<file path="src/hw/rtl/rcre_pkg.sv">
// Shared types, constants and frame builder for the relay command retry engine.
// No dependencies.
`default_nettype none

package rcre_pkg;

   localparam int FRAME_BYTES   = 9;
   localparam int FRAME_IDX_W   = 4;
   localparam int REPLY_SUM_CNT = FRAME_BYTES - 1;
   localparam int STATUS_POS    = 6;

   localparam int FIFO_DEPTH = 4;
   localparam int FIFO_PTR_W = 2;
   localparam int FIFO_CNT_W = 3;

   localparam logic [7:0] SYNC_BYTE_A = 8'h5A;
   localparam logic [7:0] SYNC_BYTE_B = 8'h51;

   localparam logic [3:0] TIMEOUT_LIMIT_RESET = 4'd3;

   localparam int CSR_ADDR_W = 3;
   localparam int CSR_DATA_W = 32;

   typedef enum logic [1:0] {
      OP_START      = 2'd0,
      OP_BYTE       = 2'd1,
      OP_TIMEOUT    = 2'd2,
      OP_LINE_ERROR = 2'd3
   } op_type;

   typedef enum logic [1:0] {
      KIND_TX   = 2'd0,
      KIND_OK   = 2'd1,
      KIND_FAIL = 2'd2
   } kind_type;

   typedef enum logic {
      REG_TIMEOUT_LIMIT   = 1'b0,
      REG_SWITCH_POLARITY = 1'b1
   } reg_type;

   // work item handed from the front to the back
   typedef struct packed {
      kind_type   kind;
      logic [7:0] address;
      logic [7:0] command;
      logic       flush;
      logic [7:0] status;
      logic       switch_closed;
   } job_type;

   typedef struct packed {
      kind_type   kind;
      logic [7:0] tx_byte;
      logic       frame_end;
      logic       flush_line;
      logic [7:0] status;
      logic       switch_closed;
   } rsp_type;

   typedef struct packed {
      logic full;
      logic empty;
   } fifo_status_type;

   function automatic logic [7:0] frame_byte(input logic [FRAME_IDX_W-1:0] idx,
                                             input logic [7:0] address,
                                             input logic [7:0] command);
      logic [7:0] result;
      result = 8'h00;
      case (idx)
         FRAME_IDX_W'(1): result = SYNC_BYTE_A;
         FRAME_IDX_W'(2): result = SYNC_BYTE_B;
         FRAME_IDX_W'(3): result = address;
         FRAME_IDX_W'(4): result = command;
         FRAME_IDX_W'(FRAME_BYTES - 1):
            result = 8'(SYNC_BYTE_A + SYNC_BYTE_B + address + command);
         default: result = 8'h00;
      endcase
      return result;
   endfunction

endpackage

`default_nettype wire

</file>
<file path="src/hw/rtl/relay_command_retry_engine.sv">
// Relay command retry engine, top level: CSRs, front, job queue, back.
// Depends on rcre_pkg, rcre_front, rcre_fifo, rcre_back.
// Path: an accepted request is written to the queue, then the back registers its result.
// Throughput: one request per cycle while the 4-entry queue is not full; back emits
// one result per cycle unless stalled by rsp_ready; 9 per frame job, 1 per other job.
// Reset: synchronous; clears control state, timeout_limit to 3, polarity to 0.
`default_nettype none

module relay_command_retry_engine
   import rcre_pkg::*;
(
   input  wire logic                  clock,
   input  wire logic                  reset,
   input  wire logic                  req_valid,
   output logic                       req_ready,
   input  wire logic [1:0]            req_op,
   input  wire logic [7:0]            req_board_address,
   input  wire logic [7:0]            req_command_code,
   input  wire logic [7:0]            req_rx_byte,
   output logic                       rsp_valid,
   input  wire logic                  rsp_ready,
   output logic [1:0]                 rsp_kind,
   output logic [7:0]                 rsp_tx_byte,
   output logic                       rsp_frame_end,
   output logic                       rsp_flush_line,
   output logic [7:0]                 rsp_reply_status_byte,
   output logic                       rsp_switch_closed,
   input  wire logic                  csr_psel,
   input  wire logic                  csr_penable,
   input  wire logic                  csr_pwrite,
   input  wire logic [CSR_ADDR_W-1:0] csr_paddr,
   input  wire logic [CSR_DATA_W-1:0] csr_pwdata,
   output logic [CSR_DATA_W-1:0]      csr_prdata,
   output logic                       csr_pready
);

   logic [3:0]       timeout_limit_ff, timeout_limit_in;
   logic             polarity_ff, polarity_in;
   logic             csr_write;
   reg_type          csr_reg;
   fifo_status_type  q_status;
   logic             push, pop, busy;
   job_type          push_job, head_job;
   rsp_type          rsp;

   assign csr_pready = 1'b1;
   assign csr_reg    = reg_type'(csr_paddr[2]);
   assign csr_write  = csr_psel && csr_penable && csr_pwrite && csr_pready;

   always_comb begin
      timeout_limit_in = timeout_limit_ff;
      polarity_in      = polarity_ff;
      if (csr_write) begin
         case (csr_reg)
            REG_TIMEOUT_LIMIT:   timeout_limit_in = csr_pwdata[3:0];
            REG_SWITCH_POLARITY: polarity_in      = csr_pwdata[0];
            default: ;
         endcase
      end
      case (csr_reg)
         REG_TIMEOUT_LIMIT:   csr_prdata = {{(CSR_DATA_W-4){1'b0}}, timeout_limit_ff};
         REG_SWITCH_POLARITY: csr_prdata = {{(CSR_DATA_W-1){1'b0}}, polarity_ff};
         default:             csr_prdata = '0;
      endcase
   end

   always_ff @(posedge clock) begin
      if (reset) begin
         timeout_limit_ff <= TIMEOUT_LIMIT_RESET;
         polarity_ff      <= 1'b0;
      end else begin
         timeout_limit_ff <= timeout_limit_in;
         polarity_ff      <= polarity_in;
      end
   end

   rcre_front u_front (
      .clock             (clock),
      .reset             (reset),
      .req_valid         (req_valid),
      .req_ready         (req_ready),
      .req_op            (req_op),
      .req_board_address (req_board_address),
      .req_command_code  (req_command_code),
      .req_rx_byte       (req_rx_byte),
      .timeout_limit     (timeout_limit_ff),
      .switch_polarity   (polarity_ff),
      .q_status          (q_status),
      .push              (push),
      .push_job          (push_job),
      .busy              (busy)
   );

   rcre_fifo u_fifo (
      .clock    (clock),
      .reset    (reset),
      .push     (push),
      .push_job (push_job),
      .pop      (pop),
      .head_job (head_job),
      .status   (q_status)
   );

   rcre_back u_back (
      .clock     (clock),
      .reset     (reset),
      .head_job  (head_job),
      .q_status  (q_status),
      .pop       (pop),
      .rsp_valid (rsp_valid),
      .rsp_ready (rsp_ready),
      .rsp       (rsp)
   );

   assign rsp_kind              = rsp.kind;
   assign rsp_tx_byte           = rsp.tx_byte;
   assign rsp_frame_end         = rsp.frame_end;
   assign rsp_flush_line        = rsp.flush_line;
   assign rsp_reply_status_byte = rsp.status;
   assign rsp_switch_closed     = rsp.switch_closed;

   assert property (@(posedge clock) disable iff (reset)
      !(q_status.full && q_status.empty))
      else $error("queue both full and empty");

   assert property (@(posedge clock) disable iff (reset)
      rsp_valid && rsp_frame_end |-> rsp.kind == KIND_TX)
      else $error("frame end on a non-transmit result");

   assert property (@(posedge clock) disable iff (reset)
      rsp_valid && rsp.kind == KIND_OK |-> !rsp_flush_line)
      else $error("flush requested on a done result");

   assert property (@(posedge clock)
      $past(reset) |-> !busy && !rsp_valid)
      else $error("engine not idle after reset");

endmodule

`default_nettype wire

</file>
<file path="src/hw/rtl/rcre_fifo.sv">
// Short job queue between the front and back parts.
// Depends on rcre_pkg.
`default_nettype none

module rcre_fifo
   import rcre_pkg::*;
(
   input  wire logic            clock,
   input  wire logic            reset,
   input  wire logic            push,
   input  wire job_type         push_job,
   input  wire logic            pop,
   output job_type              head_job,
   output fifo_status_type      status
);

   job_type                 mem_ff [FIFO_DEPTH];
   logic [FIFO_PTR_W-1:0]   wr_ptr_ff, wr_ptr_in;
   logic [FIFO_PTR_W-1:0]   rd_ptr_ff, rd_ptr_in;
   logic [FIFO_CNT_W-1:0]   count_ff, count_in;
   logic                    do_push, do_pop;

   assign status.full  = (count_ff == FIFO_CNT_W'(FIFO_DEPTH));
   assign status.empty = (count_ff == '0);
   assign do_push      = push && !status.full;
   assign do_pop       = pop && !status.empty;
   assign head_job     = mem_ff[rd_ptr_ff];

   always_comb begin
      wr_ptr_in = do_push ? wr_ptr_ff + 1'b1 : wr_ptr_ff;
      rd_ptr_in = do_pop ? rd_ptr_ff + 1'b1 : rd_ptr_ff;
      count_in  = count_ff;
      if (do_push && !do_pop) begin
         count_in = count_ff + 1'b1;
      end else if (do_pop && !do_push) begin
         count_in = count_ff - 1'b1;
      end
   end

   always_ff @(posedge clock) begin
      if (reset) begin
         wr_ptr_ff <= '0;
         rd_ptr_ff <= '0;
         count_ff  <= '0;
      end else begin
         wr_ptr_ff <= wr_ptr_in;
         rd_ptr_ff <= rd_ptr_in;
         count_ff  <= count_in;
      end
   end

   always_ff @(posedge clock) begin
      if (do_push) begin
         mem_ff[wr_ptr_ff] <= push_job;
      end
   end

endmodule

`default_nettype wire

</file>
<file path="src/hw/rtl/rcre_front.sv">
// Front part: accepts requests, tracks the reply and retry state, queues jobs.
// Depends on rcre_pkg.
`default_nettype none

module rcre_front
   import rcre_pkg::*;
(
   input  wire logic        clock,
   input  wire logic        reset,
   input  wire logic        req_valid,
   output logic             req_ready,
   input  wire logic [1:0]  req_op,
   input  wire logic [7:0]  req_board_address,
   input  wire logic [7:0]  req_command_code,
   input  wire logic [7:0]  req_rx_byte,
   input  wire logic [3:0]  timeout_limit,
   input  wire logic        switch_polarity,
   input  wire fifo_status_type q_status,
   output logic             push,
   output job_type          push_job,
   output logic             busy
);

   logic                    busy_ff, busy_in;
   logic [7:0]              held_addr_ff, held_addr_in;
   logic [7:0]              held_cmd_ff, held_cmd_in;
   logic [FRAME_IDX_W-1:0]  reply_count_ff, reply_count_in;
   logic [7:0]              reply_sum_ff, reply_sum_in;
   logic [7:0]              byte_six_ff, byte_six_in;
   logic [3:0]              tmo_tally_ff, tmo_tally_in;
   logic [3:0]              timeout_next;
   logic                    accept;
   op_type                  op;

   assign req_ready    = !q_status.full;
   assign accept       = req_valid && req_ready;
   assign op           = op_type'(req_op);
   assign timeout_next = tmo_tally_ff + 4'd1;
   assign busy         = busy_ff;

   always_comb begin
      busy_in          = busy_ff;
      held_addr_in     = held_addr_ff;
      held_cmd_in      = held_cmd_ff;
      reply_count_in   = reply_count_ff;
      reply_sum_in     = reply_sum_ff;
      byte_six_in      = byte_six_ff;
      tmo_tally_in     = tmo_tally_ff;
      push             = 1'b0;
      push_job         = '{kind: KIND_TX, address: held_addr_ff, command: held_cmd_ff,
                           flush: 1'b0, status: 8'h00, switch_closed: 1'b0};
      if (accept) begin
         if (op == OP_START) begin
            busy_in          = 1'b1;
            held_addr_in     = req_board_address;
            held_cmd_in      = req_command_code;
            reply_count_in   = '0;
            reply_sum_in     = '0;
            byte_six_in      = '0;
            tmo_tally_in     = '0;
            push             = 1'b1;
            push_job.address = req_board_address;
            push_job.command = req_command_code;
         end else if (busy_ff) begin
            case (op)
               OP_BYTE: begin
                  if (reply_count_ff < FRAME_IDX_W'(REPLY_SUM_CNT)) begin
                     reply_sum_in   = reply_sum_ff + req_rx_byte;
                     reply_count_in = reply_count_ff + 1'b1;
                     if (reply_count_ff == FRAME_IDX_W'(STATUS_POS)) begin
                        byte_six_in = req_rx_byte;
                     end
                  end else begin
                     reply_count_in = '0;
                     reply_sum_in   = '0;
                     byte_six_in    = '0;
                     push           = 1'b1;
                     if (reply_sum_ff == req_rx_byte) begin
                        busy_in                = 1'b0;
                        push_job.kind          = KIND_OK;
                        push_job.status        = byte_six_ff;
                        push_job.switch_closed = ~(byte_six_ff[0] ^ switch_polarity);
                     end else begin
                        push_job.flush = 1'b1;
                     end
                  end
               end
               OP_TIMEOUT: begin
                  reply_count_in = '0;
                  reply_sum_in   = '0;
                  byte_six_in    = '0;
                  push           = 1'b1;
                  if (timeout_next >= timeout_limit) begin
                     busy_in          = 1'b0;
                     tmo_tally_in     = '0;
                     push_job.kind    = KIND_FAIL;
                     push_job.flush   = 1'b1;
                  end else begin
                     tmo_tally_in = timeout_next;
                  end
               end
               default: begin
                  busy_in        = 1'b0;
                  reply_count_in = '0;
                  reply_sum_in   = '0;
                  byte_six_in    = '0;
                  push           = 1'b1;
                  push_job.kind  = KIND_FAIL;
               end
            endcase
         end
      end
   end

   always_ff @(posedge clock) begin
      if (reset) begin
         busy_ff          <= 1'b0;
         held_addr_ff     <= '0;
         held_cmd_ff      <= '0;
         reply_count_ff   <= '0;
         reply_sum_ff     <= '0;
         byte_six_ff      <= '0;
         tmo_tally_ff     <= '0;
      end else begin
         busy_ff          <= busy_in;
         held_addr_ff     <= held_addr_in;
         held_cmd_ff      <= held_cmd_in;
         reply_count_ff   <= reply_count_in;
         reply_sum_ff     <= reply_sum_in;
         byte_six_ff      <= byte_six_in;
         tmo_tally_ff     <= tmo_tally_in;
      end
   end

endmodule

`default_nettype wire

</file>
<file path="src/hw/rtl/rcre_back.sv">
// Back part: drains queued jobs, serializes frames and registers each result.
// Depends on rcre_pkg.
`default_nettype none

module rcre_back
   import rcre_pkg::*;
(
   input  wire logic            clock,
   input  wire logic            reset,
   input  wire job_type         head_job,
   input  wire fifo_status_type q_status,
   output logic                 pop,
   output logic                 rsp_valid,
   input  wire logic            rsp_ready,
   output rsp_type              rsp
);

   localparam logic [FRAME_IDX_W-1:0] LAST_IDX = FRAME_IDX_W'(FRAME_BYTES - 1);

   job_type                 job_ff, job_in;
   logic                    active_ff, active_in;
   logic [FRAME_IDX_W-1:0]  idx_ff, idx_in;
   logic                    valid_ff, valid_in;
   rsp_type                 rsp_ff, rsp_in;
   logic                    load;

   assign load      = !valid_ff || rsp_ready;
   assign rsp_valid = valid_ff;
   assign rsp       = rsp_ff;

   always_comb begin
      job_in    = job_ff;
      active_in = active_ff;
      idx_in    = idx_ff;
      valid_in  = valid_ff && !rsp_ready;
      rsp_in    = rsp_ff;
      pop       = 1'b0;
      if (load) begin
         if (active_ff) begin
            valid_in = 1'b1;
            rsp_in   = '{kind: KIND_TX,
                         tx_byte: frame_byte(idx_ff, job_ff.address, job_ff.command),
                         frame_end: (idx_ff == LAST_IDX), flush_line: 1'b0,
                         status: 8'h00, switch_closed: 1'b0};
            idx_in   = idx_ff + 1'b1;
            if (idx_ff == LAST_IDX) begin
               active_in = 1'b0;
            end
         end else if (!q_status.empty) begin
            pop      = 1'b1;
            valid_in = 1'b1;
            job_in   = head_job;
            rsp_in   = '{kind: head_job.kind, tx_byte: 8'h00, frame_end: 1'b0,
                         flush_line: head_job.flush, status: 8'h00,
                         switch_closed: 1'b0};
            case (head_job.kind)
               KIND_TX: begin
                  rsp_in.tx_byte = frame_byte('0, head_job.address, head_job.command);
                  active_in      = 1'b1;
                  idx_in         = FRAME_IDX_W'(1);
               end
               KIND_OK: begin
                  rsp_in.status        = head_job.status;
                  rsp_in.switch_closed = head_job.switch_closed;
               end
               default: begin
                  rsp_in.kind = KIND_FAIL;
               end
            endcase
         end
      end
   end

   always_ff @(posedge clock) begin
      if (reset) begin
         active_ff <= 1'b0;
         idx_ff    <= '0;
         valid_ff  <= 1'b0;
      end else begin
         active_ff <= active_in;
         idx_ff    <= idx_in;
         valid_ff  <= valid_in;
      end
   end

   always_ff @(posedge clock) begin
      job_ff <= job_in;
      rsp_ff <= rsp_in;
   end

endmodule

`default_nettype wire

</file>
<file path="config.mk">
export PLATFORM = sky130hd
export DESIGN_NAME = relay_command_retry_engine
export DESIGN_NICKNAME = d
export VERILOG_FILES = /design/src/hw/rtl/rcre_pkg.sv /design/src/hw/rtl/relay_command_retry_engine.sv /design/src/hw/rtl/rcre_fifo.sv /design/src/hw/rtl/rcre_front.sv /design/src/hw/rtl/rcre_back.sv
export SDC_FILE = /design/constraint.sdc
export NUM_CORES = 1
export LEC_CHECK = 0
export BUFFER_PORTS_ARGS = -buffer_cell sky130_fd_sc_hd__clkbuf_2
export CAP_MARGIN = 20
export CELL_PAD_IN_SITES_DETAIL_PLACEMENT = 1
export CELL_PAD_IN_SITES_GLOBAL_PLACEMENT = 2
export CORE_AREA = 2 2 153 155
export CTS_CLUSTER_SIZE = 30
export DETAILED_ROUTE_END_ITERATION = 16
export DIE_AREA = 0 0 155 157
export PLACE_DENSITY = 0.91
export RECOVER_POWER = 50
export SETUP_SLACK_MARGIN = 0.3
export SKIP_CTS_REPAIR_TIMING = 1
export SYNTH_ARGS = -nofsm -noshare
export SYNTH_HDL_FRONTEND = slang
export SYNTH_SLANG_ARGS = --single-unit
</file>
<file path="constraint.sdc">
create_clock -name clock -period 5 [get_ports clock]
set_input_delay 0.75 -clock clock [delete_from_list [all_inputs] [get_ports clock]]
set_output_delay 0.75 -clock clock [all_outputs]
set_load 0.03 [all_outputs]
</file>
==> metrics.txt <==
Vias=5574; Non-Filler Instances=1058; final setup fails=0; die area=24300 um2; final total power=5.38 mW; sequential area share after synthesis=60.4%; Wirelength per Cell=18.9 um; violated checks=capacitance limit, slew limit; vias in the first global route=5911; First-pass DRT Iterations=4; Slew Viols, Final=68; clk_skew=0.0235 ns; Worst Tran Pin Value=1.87 ns; share of cells above drive strength 1=15.8%; max-cap violations=4; CP arrival=3.92 ns; Max-Slew Margin vs Limit=-24.8%; Tmin final=3.59 ns; Netlist Area Pre-Place=9430 um2; # fillers=2311; Clock Latency Late Sink=0.51 ns; pwr/cell area=509 nW/um2; die height=157 um; Hold EP=u_front.reply_sum_ff[3]; peak supply drop=0.219 mV; GRT overflow=0; Area contributors post-synth=edfxtp_1 47%, dfxtp_1 13%, mux4_2 6.7%; cell count after synthesis=683; Async SR Flop Fraction=0%; Residual DRC=0; share of the synthesized area in the top cell type=47.4%; kind of critical path=reg -> reg; RR Endpoint=u_back.rsp[0]; top-count cell post-synth=edfxtp_1; r2r worst-path depth=4; Leak=3.94 nW; unrepaired setup endpoints after global routing=false; Post-DP Area=9940 um2; global-route wire length before repair=32100 um; clock sinks=210; IO Count=124; Yosys reg bits=210; final wirelength=20000 um; synthesized area per cell=13.8 um2; Area Overhead vs Synth=12.1%; clock buffer depth=3; largest net degree at the start of global routing=39; CTS tree=yes; via/cell ratio=5.27; multi-input logic area=3330 um2; CTS clock-pin slew for the worst setup and hold paths=0.06 ns; Final Wtd Congestion=0.751; hold path startpoint=u_front.reply_sum_ff[3]; CTS root buffer=clkbuf_16; antenna-violating nets left=0; Synth Flop Type=edfxtp_1; crit path max fanout=18; f_max=0.278 GHz; starting density of the core=41.9%; Netlist cell types=66; nature of the critical path endpoint=register; Hold/Removal Path Class=reg -> reg; Die W=155 um; CP startpoint kind=register; diode count=0; Yosys top cell by area=edfxtp_1; DP Cell Count=1016; total track usage=16.6%; PortBufs=64; CTS H-tree depth=1; FF+latch area=5700 um2; hpwl dp=13200 um; Hold Vio Cnt, Final=0; final net count=866; number of antenna violations at the first check in global routing=0; CTS Buf Count=23; setup TNS=0 ns; outcome=complete, but fails checks; hold depth=2; Req. time, crit path=5.33 ns; Commonest cells post-synth=149 x edfxtp_1, 61 x dfxtp_1, 47 x nor2_1; Final Cycle Share=71.8%; num rows=55; synth warn=0; initial DRC count=330; Core ar.=22500 um2; R2R Setup Slk=1.41 ns; design area=10600 um2; Post-synth EDFFs=149
[area by class of cell]
cell class	instances	share of cell area (%)
sequential	210	53.9
tap	285	3.37
multi-input combinational	411	31.5
clock buffer	32	5.86
clock inverter	10	0.876
timing repair buffer	75	3.29
inverter	35	1.24
[state kept, by name, summed over array words and instances (netlist names), named ones only]
signal                  count
polarity_ff                 1
timeout_limit_ff            4
u_back.active_ff            1
u_back.idx_ff               4
u_back.job_ff              16
u_back.rsp                 21
u_back.rsp_valid            1
u_fifo.count_ff             3
u_fifo.mem_ff             112
u_fifo.rd_ptr_ff            2
u_fifo.wr_ptr_ff            2
u_front.busy                1
u_front.byte_six_ff         8
u_front.held_addr_ff        8
u_front.held_cmd_ff         8
u_front.reply_count_ff      4
u_front.reply_sum_ff        8
u_front.tmo_tally_ff        4
[cell families after synthesis]
family / Yosys count / synth area share (%)
compound gates: 90 / 6.87
xor+xnor: 17 / 1.58
fa+ha+maj: 42 / 5.81
buf+inv: 89 / 5.17
flops: 210 / 60.4
mux: 50 / 9.25
other cells: 2 / 0.0796
simple gates: 183 / 10.9
[cells in the final DEF (no fill, tap or decap), types with 7 or more instances in the layout]
cell type    n
mux2_1      16
nor2b_2      9
and2_1       8
clkbuf_1    42
dfxtp_1     60
nand2_1     20
a22oi_1     12
mux4_2      28
xor2_1       9
inv_1       35
o21ai_0      7
nor2b_1     22
clkbuf_2    35
nor3_1      14
clkbuf_16   23
ha_1        39
nand3_1     17
conb_1      29
a21oi_1     28
nor2_1      47
xnor2_1      8
edfxtp_1   149
[worst max path at each step]
stage,end,slack (ns),depth (start not counted)
after floorplan,u_fifo.count_ff[2],1.57,9
after global placement,u_fifo.count_ff[2],1.72,12
after detailed placement,u_fifo.count_ff[2],1.58,12
after CTS,u_fifo.count_ff[2],1.88,10
after global routing,u_back.rsp[0],1.03,4
final,u_back.rsp[0],1.41,4
[power breakdown]
group          switching [mW]  internal [mW]  total, mW
sequential              0.135           2.16       2.30
clock                   0.673          0.926       1.60
combinational           0.942          0.539       1.48
[routing by layer]
metal	track usage [%]	up-vias	wire, um
met2	29.0	143	9870
met3	2.95	39	1010
met5	0	-	0
li1	-	2622	-
met1	21.4	2770	8710
met4	4.45	0	377
[worst max-delay path, cell delays in order (launching register included)]
cell	delay (ns)
dfxtp_2	0.57
clkbuf_1	1.21
mux4_2	0.72
or3b_1	0.67
nor2b_2	0.26
[per-stage QoR]
stage                     setup slack (ns)  hold slack (ns)  util (%)
after floorplan                       1.57            0.435         -
after global routing                  1.03            0.490      47.0
final                                 1.41            0.457      47.0
after detailed placement              1.58            0.457      44.2
after global placement                1.72            0.444      44.2
after CTS                             1.88            0.457      47.4
(Power assumes the default switching activity.)
